$ cat src/rtl/lsf_pkg.sv
// ----------------------------------------------------------------------------
// lsf_pkg
// Types, constants and helper functions shared by the line substring filter.
// ----------------------------------------------------------------------------
package lsf_pkg;

   localparam int PATTERN_MAX = 16;
   localparam int BYTE_W      = 8;
   localparam int LEN_W       = 5;
   localparam int COUNT_W     = 32;
   localparam int CSR_IDX_W   = 3;
   localparam int CSR_DATA_W  = 64;
   localparam int RSP_DEPTH   = 3;
   localparam int RSP_PTR_W   = 2;
   localparam int RSP_CNT_W   = 2;

   localparam logic [BYTE_W-1:0]  NEWLINE_BYTE = 8'd10;
   localparam logic [COUNT_W-1:0] COUNT_LIMIT  = 32'hFFFF_FFFF;

   localparam logic CMD_BYTE = 1'b0;
   localparam logic CMD_END  = 1'b1;

   localparam logic KIND_LINE    = 1'b0;
   localparam logic KIND_SUMMARY = 1'b1;

   typedef enum logic [CSR_IDX_W-1:0] {
      REG_PATTERN_LOW  = 3'd0,
      REG_PATTERN_HIGH = 3'd1,
      REG_PATTERN_LEN  = 3'd2,
      REG_IGNORE_CASE  = 3'd3,
      REG_INVERT       = 3'd4,
      REG_COUNT_ONLY   = 3'd5
   } csr_index_type;

   typedef struct packed {
      logic shift;
      logic clear;
      logic ignore_case;
   } cell_ctrl_type;

   typedef struct packed {
      logic               record_kind;
      logic [COUNT_W-1:0] line_number;
      logic [COUNT_W-1:0] selected_count;
      logic               last_of_run;
   } rsp_word_type;

   typedef struct packed {
      logic [1:0]   count;
      rsp_word_type first;
      rsp_word_type second;
   } rsp_push_type;

   function automatic logic [BYTE_W-1:0] fold(input logic [BYTE_W-1:0] c,
                                              input logic ic);
      logic [BYTE_W-1:0] r;
      r = c;
      if (ic && (c >= 8'd65) && (c <= 8'd90)) begin
         r = c + 8'd32;
      end
      return r;
   endfunction

   function automatic logic [BYTE_W-1:0] pattern_byte(input logic [63:0] low,
                                                      input logic [63:0] high,
                                                      input logic [LEN_W-1:0] k);
      logic [BYTE_W-1:0] r;
      r = '0;
      if (k[LEN_W-1:3] == 2'd0) begin
         r = low[{k[2:0], 3'b000} +: BYTE_W];
      end else if (k[LEN_W-1:3] == 2'd1) begin
         r = high[{k[2:0], 3'b000} +: BYTE_W];
      end
      return r;
   endfunction

   function automatic logic [COUNT_W-1:0] sat_inc(input logic [COUNT_W-1:0] v);
      return (v == COUNT_LIMIT) ? v : v + 32'd1;
   endfunction

endpackage

$ cat src/rtl/lsf_req_if.sv
// ----------------------------------------------------------------------------
// lsf_req_if
// Input channel: one text byte or an end-of-text mark per word.
// ----------------------------------------------------------------------------
interface lsf_req_if;
   import lsf_pkg::*;

   logic              valid;
   logic              ready;
   logic              command;
   logic [BYTE_W-1:0] text_byte;

   modport source (output valid, output command, output text_byte, input ready);
   modport sink (input valid, input command, input text_byte, output ready);
endinterface

$ cat src/rtl/lsf_rsp_if.sv
// ----------------------------------------------------------------------------
// lsf_rsp_if
// Result channel: selected line records and end-of-text summaries.
// ----------------------------------------------------------------------------
interface lsf_rsp_if;
   import lsf_pkg::*;

   logic               valid;
   logic               ready;
   logic               record_kind;
   logic [COUNT_W-1:0] line_number;
   logic [COUNT_W-1:0] selected_count;
   logic               last_of_run;

   modport source (output valid, output record_kind, output line_number,
                   output selected_count, output last_of_run, input ready);
   modport sink (input valid, input record_kind, input line_number,
                 input selected_count, input last_of_run, output ready);
endinterface

$ cat src/rtl/lsf_csr_if.sv
// ----------------------------------------------------------------------------
// lsf_csr_if
// Configuration write channel: register index and write data.
// ----------------------------------------------------------------------------
interface lsf_csr_if;
   import lsf_pkg::*;

   logic                  valid;
   logic                  ready;
   logic [CSR_IDX_W-1:0]  index;
   logic [CSR_DATA_W-1:0] data;

   modport source (output valid, output index, output data, input ready);
   modport sink (input valid, input index, input data, output ready);
endinterface

$ cat src/rtl/line_substring_filter.sv
// ----------------------------------------------------------------------------
// line_substring_filter
// Fixed-string line filter: a chain of window cells checks each line for the
// configured pattern; line records and summaries leave through a buffer.
// ----------------------------------------------------------------------------
// result words are registered in the result buffer before they are offered
// throughput: one text word per cycle while the result buffer has room
// an end of text that also closes a selected line gives two results unless
// count-only mode is set; input stalls with fewer than two free places
// reset clears registers, counters, the window and the result buffer
module line_substring_filter (
   input logic        clock,
   input logic        reset,
   lsf_req_if.sink    req_port,
   lsf_rsp_if.source  rsp_port,
   lsf_csr_if.sink    csr_port
);
   import lsf_pkg::*;

   logic [63:0]      pattern_low_ff, pattern_high_ff;
   logic [LEN_W-1:0] pattern_length_ff;
   logic             ignore_case_ff, invert_ff, count_only_ff;

   logic               line_contains_ff, line_contains_in;
   logic               line_open_ff, line_open_in;
   logic [COUNT_W-1:0] current_line_ff, current_line_in;
   logic [COUNT_W-1:0] match_total_ff, match_total_in;

   cell_ctrl_type     cell_ctrl;
   logic [BYTE_W-1:0] cell_byte   [PATTERN_MAX];
   logic [BYTE_W-1:0] wanted      [PATTERN_MAX];
   logic [PATTERN_MAX-1:0] cell_filled, cell_ok, cell_active;

   logic               accept, is_end, is_nl, is_data, finish, hit, selected, record;
   logic               len_ok, window_match, room;
   logic [COUNT_W-1:0] line_fin, total_fin, line_after, total_after;
   rsp_word_type       record_word, summary_word;
   rsp_push_type       push;

   // configuration registers
   assign csr_port.ready = 1'b1;

   always_ff @(posedge clock) begin
      if (reset) begin
         pattern_low_ff    <= '0;
         pattern_high_ff   <= '0;
         pattern_length_ff <= '0;
         ignore_case_ff    <= 1'b0;
         invert_ff         <= 1'b0;
         count_only_ff     <= 1'b0;
      end else if (csr_port.valid) begin
         unique case (csr_port.index)
            REG_PATTERN_LOW:  pattern_low_ff    <= csr_port.data;
            REG_PATTERN_HIGH: pattern_high_ff   <= csr_port.data;
            REG_PATTERN_LEN:  pattern_length_ff <= csr_port.data[LEN_W-1:0];
            REG_IGNORE_CASE:  ignore_case_ff    <= csr_port.data[0];
            REG_INVERT:       invert_ff         <= csr_port.data[0];
            REG_COUNT_ONLY:   count_only_ff     <= csr_port.data[0];
            default: ;
         endcase
      end
   end

   // word decode
   assign accept  = req_port.valid && req_port.ready;
   assign is_end  = req_port.command == CMD_END;
   assign is_nl   = !is_end && (req_port.text_byte == NEWLINE_BYTE);
   assign is_data = !is_end && !is_nl;

   assign cell_ctrl.shift       = accept && is_data;
   assign cell_ctrl.clear       = accept && !is_data;
   assign cell_ctrl.ignore_case = ignore_case_ff;

   // cell chain, cell i compares the byte i places back
   always_comb begin
      for (int i = 0; i < PATTERN_MAX; i++) begin
         cell_active[i] = 32'(i) < 32'(pattern_length_ff);
         wanted[i] = pattern_byte(pattern_low_ff, pattern_high_ff,
                                  LEN_W'(pattern_length_ff - LEN_W'(1) - LEN_W'(i)));
      end
   end

   for (genvar g = 0; g < PATTERN_MAX; g++) begin : g_cell
      if (g == 0) begin : g_head
         lsf_cell u_cell (
            .clock       (clock),
            .reset       (reset),
            .ctrl        (cell_ctrl),
            .near_byte   (req_port.text_byte),
            .near_filled (1'b1),
            .wanted_byte (wanted[g]),
            .active      (cell_active[g]),
            .byte_out    (cell_byte[g]),
            .filled_out  (cell_filled[g]),
            .ok          (cell_ok[g])
         );
      end else begin : g_body
         lsf_cell u_cell (
            .clock       (clock),
            .reset       (reset),
            .ctrl        (cell_ctrl),
            .near_byte   (cell_byte[g-1]),
            .near_filled (cell_filled[g-1]),
            .wanted_byte (wanted[g]),
            .active      (cell_active[g]),
            .byte_out    (cell_byte[g]),
            .filled_out  (cell_filled[g]),
            .ok          (cell_ok[g])
         );
      end
   end

   assign len_ok = (pattern_length_ff != '0) &&
                   (32'(pattern_length_ff) <= 32'(PATTERN_MAX));
   assign window_match = len_ok && (&cell_ok);

   // line bookkeeping
   assign finish      = accept && (is_nl || (is_end && line_open_ff));
   assign hit         = (pattern_length_ff == '0) || line_contains_ff;
   assign selected    = hit ^ invert_ff;
   assign record      = finish && selected && !count_only_ff;
   assign line_fin    = sat_inc(current_line_ff);
   assign total_fin   = selected ? sat_inc(match_total_ff) : match_total_ff;
   assign line_after  = finish ? line_fin : current_line_ff;
   assign total_after = finish ? total_fin : match_total_ff;

   always_comb begin
      line_contains_in = line_contains_ff;
      line_open_in     = line_open_ff;
      current_line_in  = current_line_ff;
      match_total_in   = match_total_ff;
      if (accept) begin
         priority if (is_end) begin
            line_contains_in = 1'b0;
            line_open_in     = 1'b0;
            current_line_in  = '0;
            match_total_in   = '0;
         end else if (is_nl) begin
            line_contains_in = 1'b0;
            line_open_in     = 1'b0;
            current_line_in  = line_fin;
            match_total_in   = total_fin;
         end else begin
            line_open_in     = 1'b1;
            line_contains_in = line_contains_ff || window_match;
         end
      end
   end

   always_ff @(posedge clock) begin
      if (reset) begin
         line_contains_ff <= 1'b0;
         line_open_ff     <= 1'b0;
         current_line_ff  <= '0;
         match_total_ff   <= '0;
      end else begin
         line_contains_ff <= line_contains_in;
         line_open_ff     <= line_open_in;
         current_line_ff  <= current_line_in;
         match_total_ff   <= match_total_in;
      end
   end

   // result words
   always_comb begin
      record_word.record_kind     = KIND_LINE;
      record_word.line_number     = line_after;
      record_word.selected_count  = '0;
      record_word.last_of_run     = !is_end;
      summary_word.record_kind    = KIND_SUMMARY;
      summary_word.line_number    = line_after;
      summary_word.selected_count = total_after;
      summary_word.last_of_run    = 1'b1;

      push.count  = 2'd0;
      push.first  = record_word;
      push.second = summary_word;
      priority if (record && is_end) begin
         push.count = 2'd2;
      end else if (record) begin
         push.count = 2'd1;
      end else if (accept && is_end) begin
         push.count = 2'd1;
         push.first = summary_word;
      end else begin
         push.count = 2'd0;
      end
   end

   lsf_rsp_fifo u_rsp_fifo (
      .clock (clock),
      .reset (reset),
      .push  (push),
      .room  (room),
      .rsp   (rsp_port)
   );

   assign req_port.ready = room;

   a_total_within_lines: assert property (@(posedge clock) disable iff (reset)
      match_total_ff <= current_line_ff)
      else $error("selected count above line count");

   a_open_tracks_chain: assert property (@(posedge clock) disable iff (reset)
      line_open_ff == cell_filled[0])
      else $error("line open flag disagrees with head cell");

   a_end_clears: assert property (@(posedge clock) disable iff (reset)
      accept && is_end |=> current_line_ff == '0 && match_total_ff == '0 &&
                           !line_open_ff && !line_contains_ff)
      else $error("end of text did not clear line state");

endmodule

$ cat src/rtl/lsf_cell.sv
// ----------------------------------------------------------------------------
// lsf_cell
// One window cell: holds one recent byte of the line and compares the byte
// arriving from its neighbor with its pattern byte.
// ----------------------------------------------------------------------------
module lsf_cell (
   input  logic                        clock,
   input  logic                        reset,
   input  lsf_pkg::cell_ctrl_type      ctrl,
   input  logic [lsf_pkg::BYTE_W-1:0]  near_byte,
   input  logic                        near_filled,
   input  logic [lsf_pkg::BYTE_W-1:0]  wanted_byte,
   input  logic                        active,
   output logic [lsf_pkg::BYTE_W-1:0]  byte_out,
   output logic                        filled_out,
   output logic                        ok
);
   import lsf_pkg::*;

   logic [BYTE_W-1:0] byte_ff, byte_in;
   logic              filled_ff, filled_in;

   always_comb begin
      byte_in   = byte_ff;
      filled_in = filled_ff;
      if (ctrl.clear) begin
         filled_in = 1'b0;
      end else if (ctrl.shift) begin
         byte_in   = near_byte;
         filled_in = near_filled;
      end
   end

   always_ff @(posedge clock) begin
      if (reset) begin
         filled_ff <= 1'b0;
      end else begin
         filled_ff <= filled_in;
      end
      byte_ff <= byte_in;
   end

   assign byte_out   = byte_ff;
   assign filled_out = filled_ff;
   assign ok = !active || (near_filled &&
               (fold(near_byte, ctrl.ignore_case) == fold(wanted_byte, ctrl.ignore_case)));

endmodule

$ cat src/rtl/lsf_rsp_fifo.sv
// ----------------------------------------------------------------------------
// lsf_rsp_fifo
// Three-word result buffer taking up to two words per cycle.
// ----------------------------------------------------------------------------
module lsf_rsp_fifo (
   input  logic                  clock,
   input  logic                  reset,
   input  lsf_pkg::rsp_push_type push,
   output logic                  room,
   lsf_rsp_if.source             rsp
);
   import lsf_pkg::*;

   function automatic logic [RSP_PTR_W-1:0] next_ptr(input logic [RSP_PTR_W-1:0] p);
      return (p == RSP_PTR_W'(RSP_DEPTH - 1)) ? '0 : p + 1'b1;
   endfunction

   rsp_word_type       mem [RSP_DEPTH];
   logic [RSP_PTR_W-1:0] rd_ff, rd_in, wr_ff, wr_in, wr_one, wr_two;
   logic [RSP_CNT_W-1:0] count_ff, count_in;
   logic                 pop;
   rsp_word_type         head;

   assign pop    = rsp.valid && rsp.ready;
   assign wr_one = next_ptr(wr_ff);
   assign wr_two = next_ptr(wr_one);
   assign head   = mem[rd_ff];

   always_comb begin
      rd_in    = pop ? next_ptr(rd_ff) : rd_ff;
      count_in = RSP_CNT_W'(3'(count_ff) + 3'(push.count) - 3'(pop));
      unique case (push.count)
         2'd1:    wr_in = wr_one;
         2'd2:    wr_in = wr_two;
         default: wr_in = wr_ff;
      endcase
   end

   always_ff @(posedge clock) begin
      if (reset) begin
         rd_ff    <= '0;
         wr_ff    <= '0;
         count_ff <= '0;
      end else begin
         rd_ff    <= rd_in;
         wr_ff    <= wr_in;
         count_ff <= count_in;
      end
   end

   always_ff @(posedge clock) begin
      if (push.count != 2'd0) begin
         mem[wr_ff] <= push.first;
      end
      if (push.count == 2'd2) begin
         mem[wr_one] <= push.second;
      end
   end

   assign room               = count_ff <= RSP_CNT_W'(1);
   assign rsp.valid          = count_ff != '0;
   assign rsp.record_kind    = head.record_kind;
   assign rsp.line_number    = head.line_number;
   assign rsp.selected_count = head.selected_count;
   assign rsp.last_of_run    = head.last_of_run;

   a_count_bound: assert property (@(posedge clock) disable iff (reset)
      count_ff <= RSP_CNT_W'(RSP_DEPTH))
      else $error("result buffer count beyond depth");

   a_push_has_room: assert property (@(posedge clock) disable iff (reset)
      push.count != 2'd0 |-> count_ff <= RSP_CNT_W'(RSP_DEPTH - 2))
      else $error("result pushed without two free places");

   a_pop_drains: assert property (@(posedge clock) disable iff (reset)
      pop && push.count == 2'd0 |=> count_ff == $past(count_ff) - 1'b1)
      else $error("result buffer count did not drop on pop");

endmodule

$ cat src/flat_wrapper.sv
// flat-port wrapper written by rule: the top's interface ports become plain ports
module line_substring_filter_flat import lsf_pkg::*;
  (clock, reset, req_port_valid, req_port_command, req_port_text_byte, req_port_ready, rsp_port_valid, rsp_port_record_kind, rsp_port_line_number, rsp_port_selected_count, rsp_port_last_of_run, rsp_port_ready, csr_port_valid, csr_port_index, csr_port_data, csr_port_ready);
  lsf_req_if req_port_i ();
  lsf_rsp_if rsp_port_i ();
  lsf_csr_if csr_port_i ();
  input logic clock;
  input logic reset;
  input wire logic [$bits(req_port_i.valid)-1:0] req_port_valid;
  input wire logic [$bits(req_port_i.command)-1:0] req_port_command;
  input wire logic [$bits(req_port_i.text_byte)-1:0] req_port_text_byte;
  output wire logic [$bits(req_port_i.ready)-1:0] req_port_ready;
  output wire logic [$bits(rsp_port_i.valid)-1:0] rsp_port_valid;
  output wire logic [$bits(rsp_port_i.record_kind)-1:0] rsp_port_record_kind;
  output wire logic [$bits(rsp_port_i.line_number)-1:0] rsp_port_line_number;
  output wire logic [$bits(rsp_port_i.selected_count)-1:0] rsp_port_selected_count;
  output wire logic [$bits(rsp_port_i.last_of_run)-1:0] rsp_port_last_of_run;
  input wire logic [$bits(rsp_port_i.ready)-1:0] rsp_port_ready;
  input wire logic [$bits(csr_port_i.valid)-1:0] csr_port_valid;
  input wire logic [$bits(csr_port_i.index)-1:0] csr_port_index;
  input wire logic [$bits(csr_port_i.data)-1:0] csr_port_data;
  output wire logic [$bits(csr_port_i.ready)-1:0] csr_port_ready;
  assign req_port_i.valid = req_port_valid;
  assign req_port_i.command = req_port_command;
  assign req_port_i.text_byte = req_port_text_byte;
  assign req_port_ready = req_port_i.ready;
  assign rsp_port_valid = rsp_port_i.valid;
  assign rsp_port_record_kind = rsp_port_i.record_kind;
  assign rsp_port_line_number = rsp_port_i.line_number;
  assign rsp_port_selected_count = rsp_port_i.selected_count;
  assign rsp_port_last_of_run = rsp_port_i.last_of_run;
  assign rsp_port_i.ready = rsp_port_ready;
  assign csr_port_i.valid = csr_port_valid;
  assign csr_port_i.index = csr_port_index;
  assign csr_port_i.data = csr_port_data;
  assign csr_port_ready = csr_port_i.ready;
  line_substring_filter u_core (.clock(clock), .reset(reset), .req_port(req_port_i), .rsp_port(rsp_port_i), .csr_port(csr_port_i));
endmodule
$ cat config.mk
export PLATFORM = sky130hd
export DESIGN_NAME = line_substring_filter_flat
export DESIGN_NICKNAME = d
export VERILOG_FILES = /design/src/rtl/lsf_pkg.sv /design/src/rtl/lsf_req_if.sv /design/src/rtl/lsf_rsp_if.sv /design/src/rtl/lsf_csr_if.sv /design/src/rtl/line_substring_filter.sv /design/src/rtl/lsf_cell.sv /design/src/rtl/lsf_rsp_fifo.sv /design/src/flat_wrapper.sv
export SDC_FILE = /design/constraint.sdc
export NUM_CORES = 1
export LEC_CHECK = 0
export ABC_AREA = 1
export BUFFER_PORTS_ARGS = -buffer_cell sky130_fd_sc_hd__buf_2
export CAP_MARGIN = 40
export CORE_ASPECT_RATIO = 0.9
export CORE_UTILIZATION = 57
export CTS_CLUSTER_DIAMETER = 100
export CTS_CLUSTER_SIZE = 28
export DETAILED_ROUTE_END_ITERATION = 10
export GPL_TIMING_DRIVEN = 0
export PLACE_DENSITY_LB_ADDON = 0.25
export REMOVE_ABC_BUFFERS = 1
export SLEW_MARGIN = 25
export SYNTH_ARGS = -nofsm -noshare
export SYNTH_HDL_FRONTEND = slang
export SYNTH_SLANG_ARGS = --single-unit
export TNS_END_PERCENT = 50
$ cat constraint.sdc
create_clock -name clock -period 5.1 [get_ports clock]
set_input_delay 0.255 -clock clock [delete_from_list [all_inputs] [get_ports clock]]
set_output_delay 0.255 -clock clock [all_outputs]
set_load 0.02 [all_outputs]
== Word level (Yosys, flattened, before mapping) ==
Memories as Yosys holds them, arrays and structs flattened. A register that Yosys moved wholly into a read port is not among the register bits.
Index checks and enable logic that the tools add are counted.

* Register bits: 343
* Bits of input ports: 81
* Output and inout port bits: 69
* Memories kept: 1
* Bits in writable memories: 198
* Word-level logic and storage cells: 518

* Order comparisons: 82
* Mux-type cells: 93
* Shifts and indexed selects: 32
* Eq/ne operators: 45
* Add/subtract/negate cells: 55
* Reductions and logical operators: 165
* Bitwise logic cells: 2

{| class="wikitable"
|+ Memories
! memory !! depth !! width !! read ports !! clocked after Yosys merged registers in !! write ports !! line !! RTL
|-
| u_core.u_rsp_fifo.mem || 3 || 66 || 1 || 1 || 2 || lsf_rsp_fifo.sv:18 || <nowiki>rsp_word_type mem [RSP_DEPTH];</nowiki>
|}

{| class="wikitable"
|+ Operators by type and width
! kind !! number
|-
| 64-bit by 7-bit variable part select with 8-bit output || 32
|-
| 8-bit two-way mux || 64
|-
| 32-bit two-way mux || 9
|-
| 8-bit by 6-bit adder with 8-bit output (second input constant) || 32
|-
| 8-bit by 7-bit greater-or-equal comparator with 1-bit output (second input constant) || 32
|-
| 8-bit by 7-bit less-or-equal comparator with 1-bit output (second input constant) || 32
|-
| 66-bit two-way mux || 3
|-
| 8-bit == test || 16
|-
| 1-bit logical AND || 93
|-
| 32-bit by 1-bit adder with 32-bit output (second input constant) || 2
|-
| 32-bit == test (second input constant) || 2
|-
| 4-bit by 5-bit < comparator with 1-bit output (first input constant) || 8
|-
| 5-bit by 4-bit subtractor with 5-bit output (second input constant) || 8
|-
| 2-bit by 1-bit == test with 1-bit output (second input constant) || 17
|-
| 2-bit logical NOT || 16
|-
| 1-bit logical NOT || 20
|-
| 3-bit by 5-bit < comparator with 1-bit output (first input constant) || 4
|-
| 5-bit by 3-bit subtractor with 5-bit output (second input constant) || 4
|-
| 1-bit logical OR || 19
|-
| 16-bit AND reduction || 1
|-
| 2-bit AND reduction || 8
|-
| 2-bit two-way mux || 7
|-
| 1-bit by 5-bit < comparator with 1-bit output (first input constant) || 2
|-
| 2-bit by 5-bit < comparator with 1-bit output (first input constant) || 2
|-
| 21 further kinds || 41
|}

== Longest topological paths before layout ==
* Depth in word-level cells: 17
* Mapped depth: 37
* Mapped depth without buffers: 30

== Modules after synthesis ==
Synthesis repeated with hierarchy kept, for this count alone.

* Cell total of the unflattened synthesis: 5,586
* Area total of the unflattened synthesis: 37,053.0 µm²

{| class="wikitable"
|+ Modules (own cells, without submodules)
! module !! area an instance (µm²) !! cells each !! instances !! sequential area each (µm²)
|-
| line_substring_filter || 16,968.8 || 3,054 || 1 || 4,043.9
|-
| lsf_cell || 634.4 || 92 || 16 || 260.2
|-
| lsf_rsp_fifo || 9,934.5 || 1,060 || 1 || 6,105.9
|}

== Worst setup path after synthesis ==
OpenSTA, ideal clock, no wires.

* Path type: reg-to-reg
* Start: register u_core.u_rsp_fifo.count_ff[1]
* End: register u_core.g_cell[0].g_head.u_cell.byte_ff[0] (enable)
* Slack: 282 ps
* Cell stages (with the launch flop): 5
* Setup time: 531 ps
* Arrival time: 4,287 ps
* Buffers on the path: 1
* Clock period less this slack: 4,818 ps
* Data required time: 4,569 ps
* Cell sequence: dfxtp_1 inv_1 nand2_1 nor2_1 clkbuf_1

{| class="wikitable"
|+ RTL lines
! what !! line !! RTL
|-
| start: declaration || lsf_rsp_fifo.sv:20 || <nowiki>logic [RSP_CNT_W-1:0] count_ff, count_in;</nowiki>
|-
| start signal: assignment || lsf_rsp_fifo.sv:47 || <nowiki>count_ff <= count_in;</nowiki>
|-
| end signal: assignment || lsf_cell.sv:40 || <nowiki>byte_ff <= byte_in;</nowiki>
|-
| end: declaration || lsf_cell.sv:20 || <nowiki>logic [BYTE_W-1:0] byte_ff, byte_in;</nowiki>
|}

== Final worst setup path ==
* Start: register u_core.pattern_length_ff[0]
* End: register u_core.line_contains_ff

* Longest elaborated chain between the ends: 17
* Elaborated cells between the ends (all ways): 295
* Those cells by class: 32 x add/sub; 49 x order compare; 32 x eq/ne; 32 x shift; 50 x mux; 100 x reduce/logical

{| class="wikitable"
|+ Ends and longest elaborated chain
! what !! line !! RTL
|-
| start: declaration || line_substring_filter.sv:21 || <nowiki>logic [LEN_W-1:0] pattern_length_ff;</nowiki>
|-
| start signal: assignment || line_substring_filter.sv:55 || <nowiki>REG_PATTERN_LEN: pattern_length_ff <= csr_port.data[LEN_W-1:0];</nowiki>
|-
| 5-bit by 1-bit subtractor with 5-bit output || line_substring_filter.sv:79 || <nowiki>LEN_W'(pattern_length_ff - LEN_W'(1) - LEN_W'(i)));</nowiki>
|-
| 5-bit by 4-bit subtractor with 5-bit output, or another cell as far along || line_substring_filter.sv:79 ||
|-
| 64-bit by 7-bit variable part select with 8-bit output or 2-bit by 1-bit == test with 1-bit output (tied branches) || lsf_pkg.sv:72, lsf_pkg.sv:71 ||
|-
| 8-bit two-way mux || lsf_pkg.sv:71 || <nowiki>end else if (k[LEN_W-1:3] == 2'd1) begin</nowiki>
|-
| 8-bit two-way mux || lsf_pkg.sv:69 || <nowiki>if (k[LEN_W-1:3] == 2'd0) begin</nowiki>
|-
| 8-bit by 7-bit greater-or-equal comparator with 1-bit output || lsf_pkg.sv:58 || <nowiki>if (ic && (c >= 8'd65) && (c <= 8'd90)) begin</nowiki>
|-
| 1-bit logical AND (2 in series) || lsf_pkg.sv:58 ||
|-
| 8-bit two-way mux || lsf_pkg.sv:58 ||
|-
| 8-bit == test || lsf_cell.sv:46 || <nowiki>(fold(near_byte, ctrl.ignore_case) == fold(wanted_byte, ctrl.ignore_case)));</nowiki>
|-
| 1-bit logical AND || lsf_cell.sv:45 || <nowiki>assign ok = !active || (near_filled &&</nowiki>
|-
| 1-bit logical OR || lsf_cell.sv:45 ||
|-
| 16-bit AND reduction || line_substring_filter.sv:115 || <nowiki>assign window_match = len_ok && (&cell_ok);</nowiki>
|-
| 1-bit logical AND (*) || line_substring_filter.sv:115 ||
|-
| 1-bit logical OR (*) || line_substring_filter.sv:145 || <nowiki>line_contains_in = line_contains_ff || window_match;</nowiki>
|-
| 1-bit two-way mux (*) || line_substring_filter.sv:138 || <nowiki>end else if (is_nl) begin</nowiki>
|-
| 1-bit two-way mux (*) || line_substring_filter.sv:133 || <nowiki>priority if (is_end) begin</nowiki>
|-
| end signal: assignment || line_substring_filter.sv:157 || <nowiki>line_contains_ff <= line_contains_in;</nowiki>
|-
| end: declaration || line_substring_filter.sv:24 || <nowiki>logic line_contains_ff, line_contains_in;</nowiki>
|}

Mark *: on every way between the ends. The rest lies on a longest branch, timed or not.
A chain may end at the register's enable or synchronous reset.

==> results.md <==
* Number of buffers inserted during clock tree synthesis at 26
* Endpoint kind of the worst setup timing path: flop
* Synth cell types at 61
* Via-per-instance ratio at 5.793
* Total negative setup slack at 0 ns
* Count of routing violations after the opening detailed-route iteration at 4,203
* Leakage power at 0.01677 uW
* Dominant cell by count in the synthesized netlist: nand2_1
* Worst Hold Path EP: u_core.u_rsp_fifo.mem[1][0]
* Half-perimeter wire length of the detailed placement result at 81.77 mm
* Depth of the most critical reg-to-reg path at 23
* Flops & latches, synth at 543
* Pin count of the biggest net entering global routing at 123
* RR Endpoint: u_core.line_contains_ff
* Synth async-reset ratio at 0
* Number of nets with antenna violations after detailed routing at 0
* Commonest register cell after synthesis: edfxtp_1
* Req. time, crit path at 5.65 ns
* Die height at 237.8 um
* Number of antenna violations at the first check in global routing at 2
* Number of rows in the core area at 86
* RSZ-0062 raised after global routing: yes
* Full die area at 62,800 um^2
* WL per Instance at 18.86 um
* Setup Crit Path Kind: reg2reg
* Worst supply voltage drop on vdd at 322.4 uV
* Result of the run: completed
* H-Tree Depth at 1
* Final Hold Viols at 0
* Post-Synthesis Mean Instance Area at 6.832 um^2
* Crit path arrival time at 5.48 ns
* R2R Path Start: u_core.pattern_length_ff[0]
* Die boundary width at 264.0 um
* CTS tree: built
* Area added between synthesis and finish at 10.40%
* Number of buffer cells added on primary ports at 148
* Number of setup violations in the final report at 0
* Clock root buffer: clkbuf_16
* Mapped Area at 35,220 um^2
* Placed Cells at 5,895
* Top post-synthesis cells by area: edfxtp_1 (27%), nand2_1 (17%), dfxtp_1 (13%)
* Count of placed standard cells in the final layout, fillers left out at 6,044
* Synth Warn # at 0
* Worst reg2reg setup slack at 0.17 ns
* Worst-case setup margin in the final layout at 0.1671 ns
* Power consumption at 11,940 uW
* Highest clock frequency the design can meet at 202.7 MHz
* Clock tree buffer depth at 3
* Sequential-to-total area share from yosys stat at 0.3973
* Count of nets after finishing at 5,358
* Cell taking the most area after synthesis: edfxtp_1
* Post-synth EDFFs at 312
* Standard cell core area at 61,120 um^2
* Worst Min Path Start: req_port_command
* I/O pin count at 150
* Via count of the first global-routing pass at 30,770
* Fraction of layout instances using a drive strength above 1 at 0.08436
* Register clock-pin slew on the reported worst setup and hold paths at 0.11 ns
* Post-detailed-route DRC marker count at 0
* Starting density of the core at 0.5763
* Via count of the routed design at 35,015
* Worst Clk Skew at 0.02084 ns
* Max-slew violation count at 0
* Startpoint class of the critical path: flop
* Clock network latency to the later pin of the worst-skew pair at 0.63 ns
* Cell count after synthesis at 5,156
* Wire length of the first global-routing pass at 171.3 mm
* Worst-Margin Slew at 0.8370 ns
* Post-Place Worst Slack at -1.083 ns
* Power Density at 307.2 nW/um^2
* Clock net sink count at 543
* Slew Limit Headroom at 0.4361
* Post-detailed-routing wire length at 114.0 mm
* Total global-route track usage at 0.3466
* Max-capacitance violation count at 0
* Largest fanout of any net on the critical path at 60
* Global placer's final weighted congestion at 1.056
* Crit share post-route at 0.9672
* Detailed-routing iteration count for the pre-antenna-repair pass at 6
* Top post-synthesis cells by count: nand2_1 (1,564), nor2_1 (690), nand3_1 (550), inv_1 (415), edfxtp_1 (312)
* Worst min path class: in2reg
* Filler cell count at 5,450
* Area share of the leading cell type in the synthesized netlist at 0.2660
* Overflow left after global routing at 0
* Count of cells along the worst hold path at 4
* Period minus WS final at 4.933 ns
how the worst max path moves through the flow:
stage,from,end,slack (ns)
6_report,u_core.pattern_length_ff[0],u_core.line_contains_ff,0.17
5_1_grt,u_core.pattern_length_ff[0],u_core.line_contains_ff,-0.08
4_1_cts,u_core.pattern_length_ff[0],u_core.line_contains_ff,-0.04
3_5_place_dp,u_core.pattern_length_ff[0],u_core.line_contains_ff,-1.08
3_3_place_gp,u_core.pattern_length_ff[0],u_core.line_contains_ff,-9.31
2_1_floorplan,u_core.pattern_length_ff[0],u_core.line_contains_ff,-4.08
timing repair:
item / in CTS / in global routing
gates resized for setup: 24 / 37
buffers inserted: 3 / 9
setup endpoints to repair: 356 / 145
pin swaps: 0 / 5
gates cloned: 0 / 6
hold endpoints to repair: 141 / 0
hold buffers: 78 / 0
critical path, stage by stage (launching register included):
cell        delay, ns
dfxtp_4          0.51
buf_16           0.26
clkinv_16        0.22
ha_4             0.29
nand2_2          0.17
inv_2            0.07
nor2_4           0.18
buf_12           0.16
ha_4             0.33
clkinvlp_4       0.22
buf_12           0.19
o21bai_1         0.34
inv_1            0.13
o22ai_1          0.38
ha_1             0.33
nand4_1          0.09
nand3_1          0.07
nand2_1          0.06
nand3_1          0.20
nand2_1          0.12
nand3_1          0.08
nor2_1           0.12
nand3_1          0.09
a21oi_1          0.11
layout make-up:
cell class | count | area (um^2) | share of cell area
multi-input combinational | 3926 | 18710 | 0.4812
sequential | 543 | 14010 | 0.3602
timing repair buffer | 275 | 2484 | 0.06387
inverter | 458 | 1812 | 0.04659
tap | 792 | 991.0 | 0.02548
clock buffer | 39 | 720.7 | 0.01853
clock inverter | 9 | 147.6 | 0.003797
timing repair inverter | 1 | 11.26 | 0.0002896
antenna | 1 | 2.502 | 0.00006435
sequential cells by signal, summed over array words and instances, names as in the netlist, 8 cells and up, named ones only:
register / cells
u_core.current_line_ff: 32
u_core.u_rsp_fifo.mem: 198
u_core.match_total_ff: 32
u_core.g_cell.g_head.u_cell.byte_out: 8
u_core.pattern_high_ff: 64
u_core.g_cell.g_body.u_cell.filled_out: 14
u_core.g_cell.g_body.u_cell.byte_out: 112
u_core.pattern_low_ff: 64
cells by family (layout without fill, tap and decap cells):
group,Yosys count,in the layout,share of synthesized area
and+or+nand+nor,3086,3090,0.3729
buffers and inverters,691,782,0.08273
AOI/OAI and AO/OA,680,680,0.1016
DFF,543,543,0.3973
xor gates and xnor gates,106,106,0.02813
adders and majority gates,46,46,0.01634
muxes,3,3,0.0008525
other,1,2,0.0001065
layer usage:
layer  share of wire  routed length [um]  track usage  vias up
li1                -                   -            -    17005
met1            0.43               49180       0.5020    16242
met2            0.43               48730       0.5264     1569
met3            0.11               12630      0.06481      197
met4           0.029                3355       0.1008        2
met5         0.00060                  68            0        -
stage by stage:
stage	hold slack, ns	cell area, um^2	utilization
finish	0.05019	38890	0.6362
floorplan	0.3241	34030	-
global placement	0.4323	35760	0.5851
CTS	0.01982	38470	0.6294
detailed placement	0.4347	36660	0.5998
global route	0.1025	38880	0.6362
placed cells by master (no fill, tap or decap), types with 42 or more instances in the layout:
master	netlist	layout
dlygate4sd3_1	0	78
o21ai_0	295	294
nand3_1	550	550
a21oi_1	269	266
ha_1	46	42
buf_2	56	149
nor2_1	690	682
nand4_1	68	68
nor3_1	48	46
xor2_1	84	83
dfxtp_1	231	226
nand2_1	1564	1555
inv_1	415	405
edfxtp_1	312	312
power breakdown:
group	total, uW	leakage, uW	internal, uW	switching [uW]
clock	2610	0.000411	1090	1520
combinational	4010	0.0116	1180	2830
sequential	5330	0.00481	5040	288
total	11900	0.0168	7310	4630
Note: power is estimated with default switching activity, not from simulation.
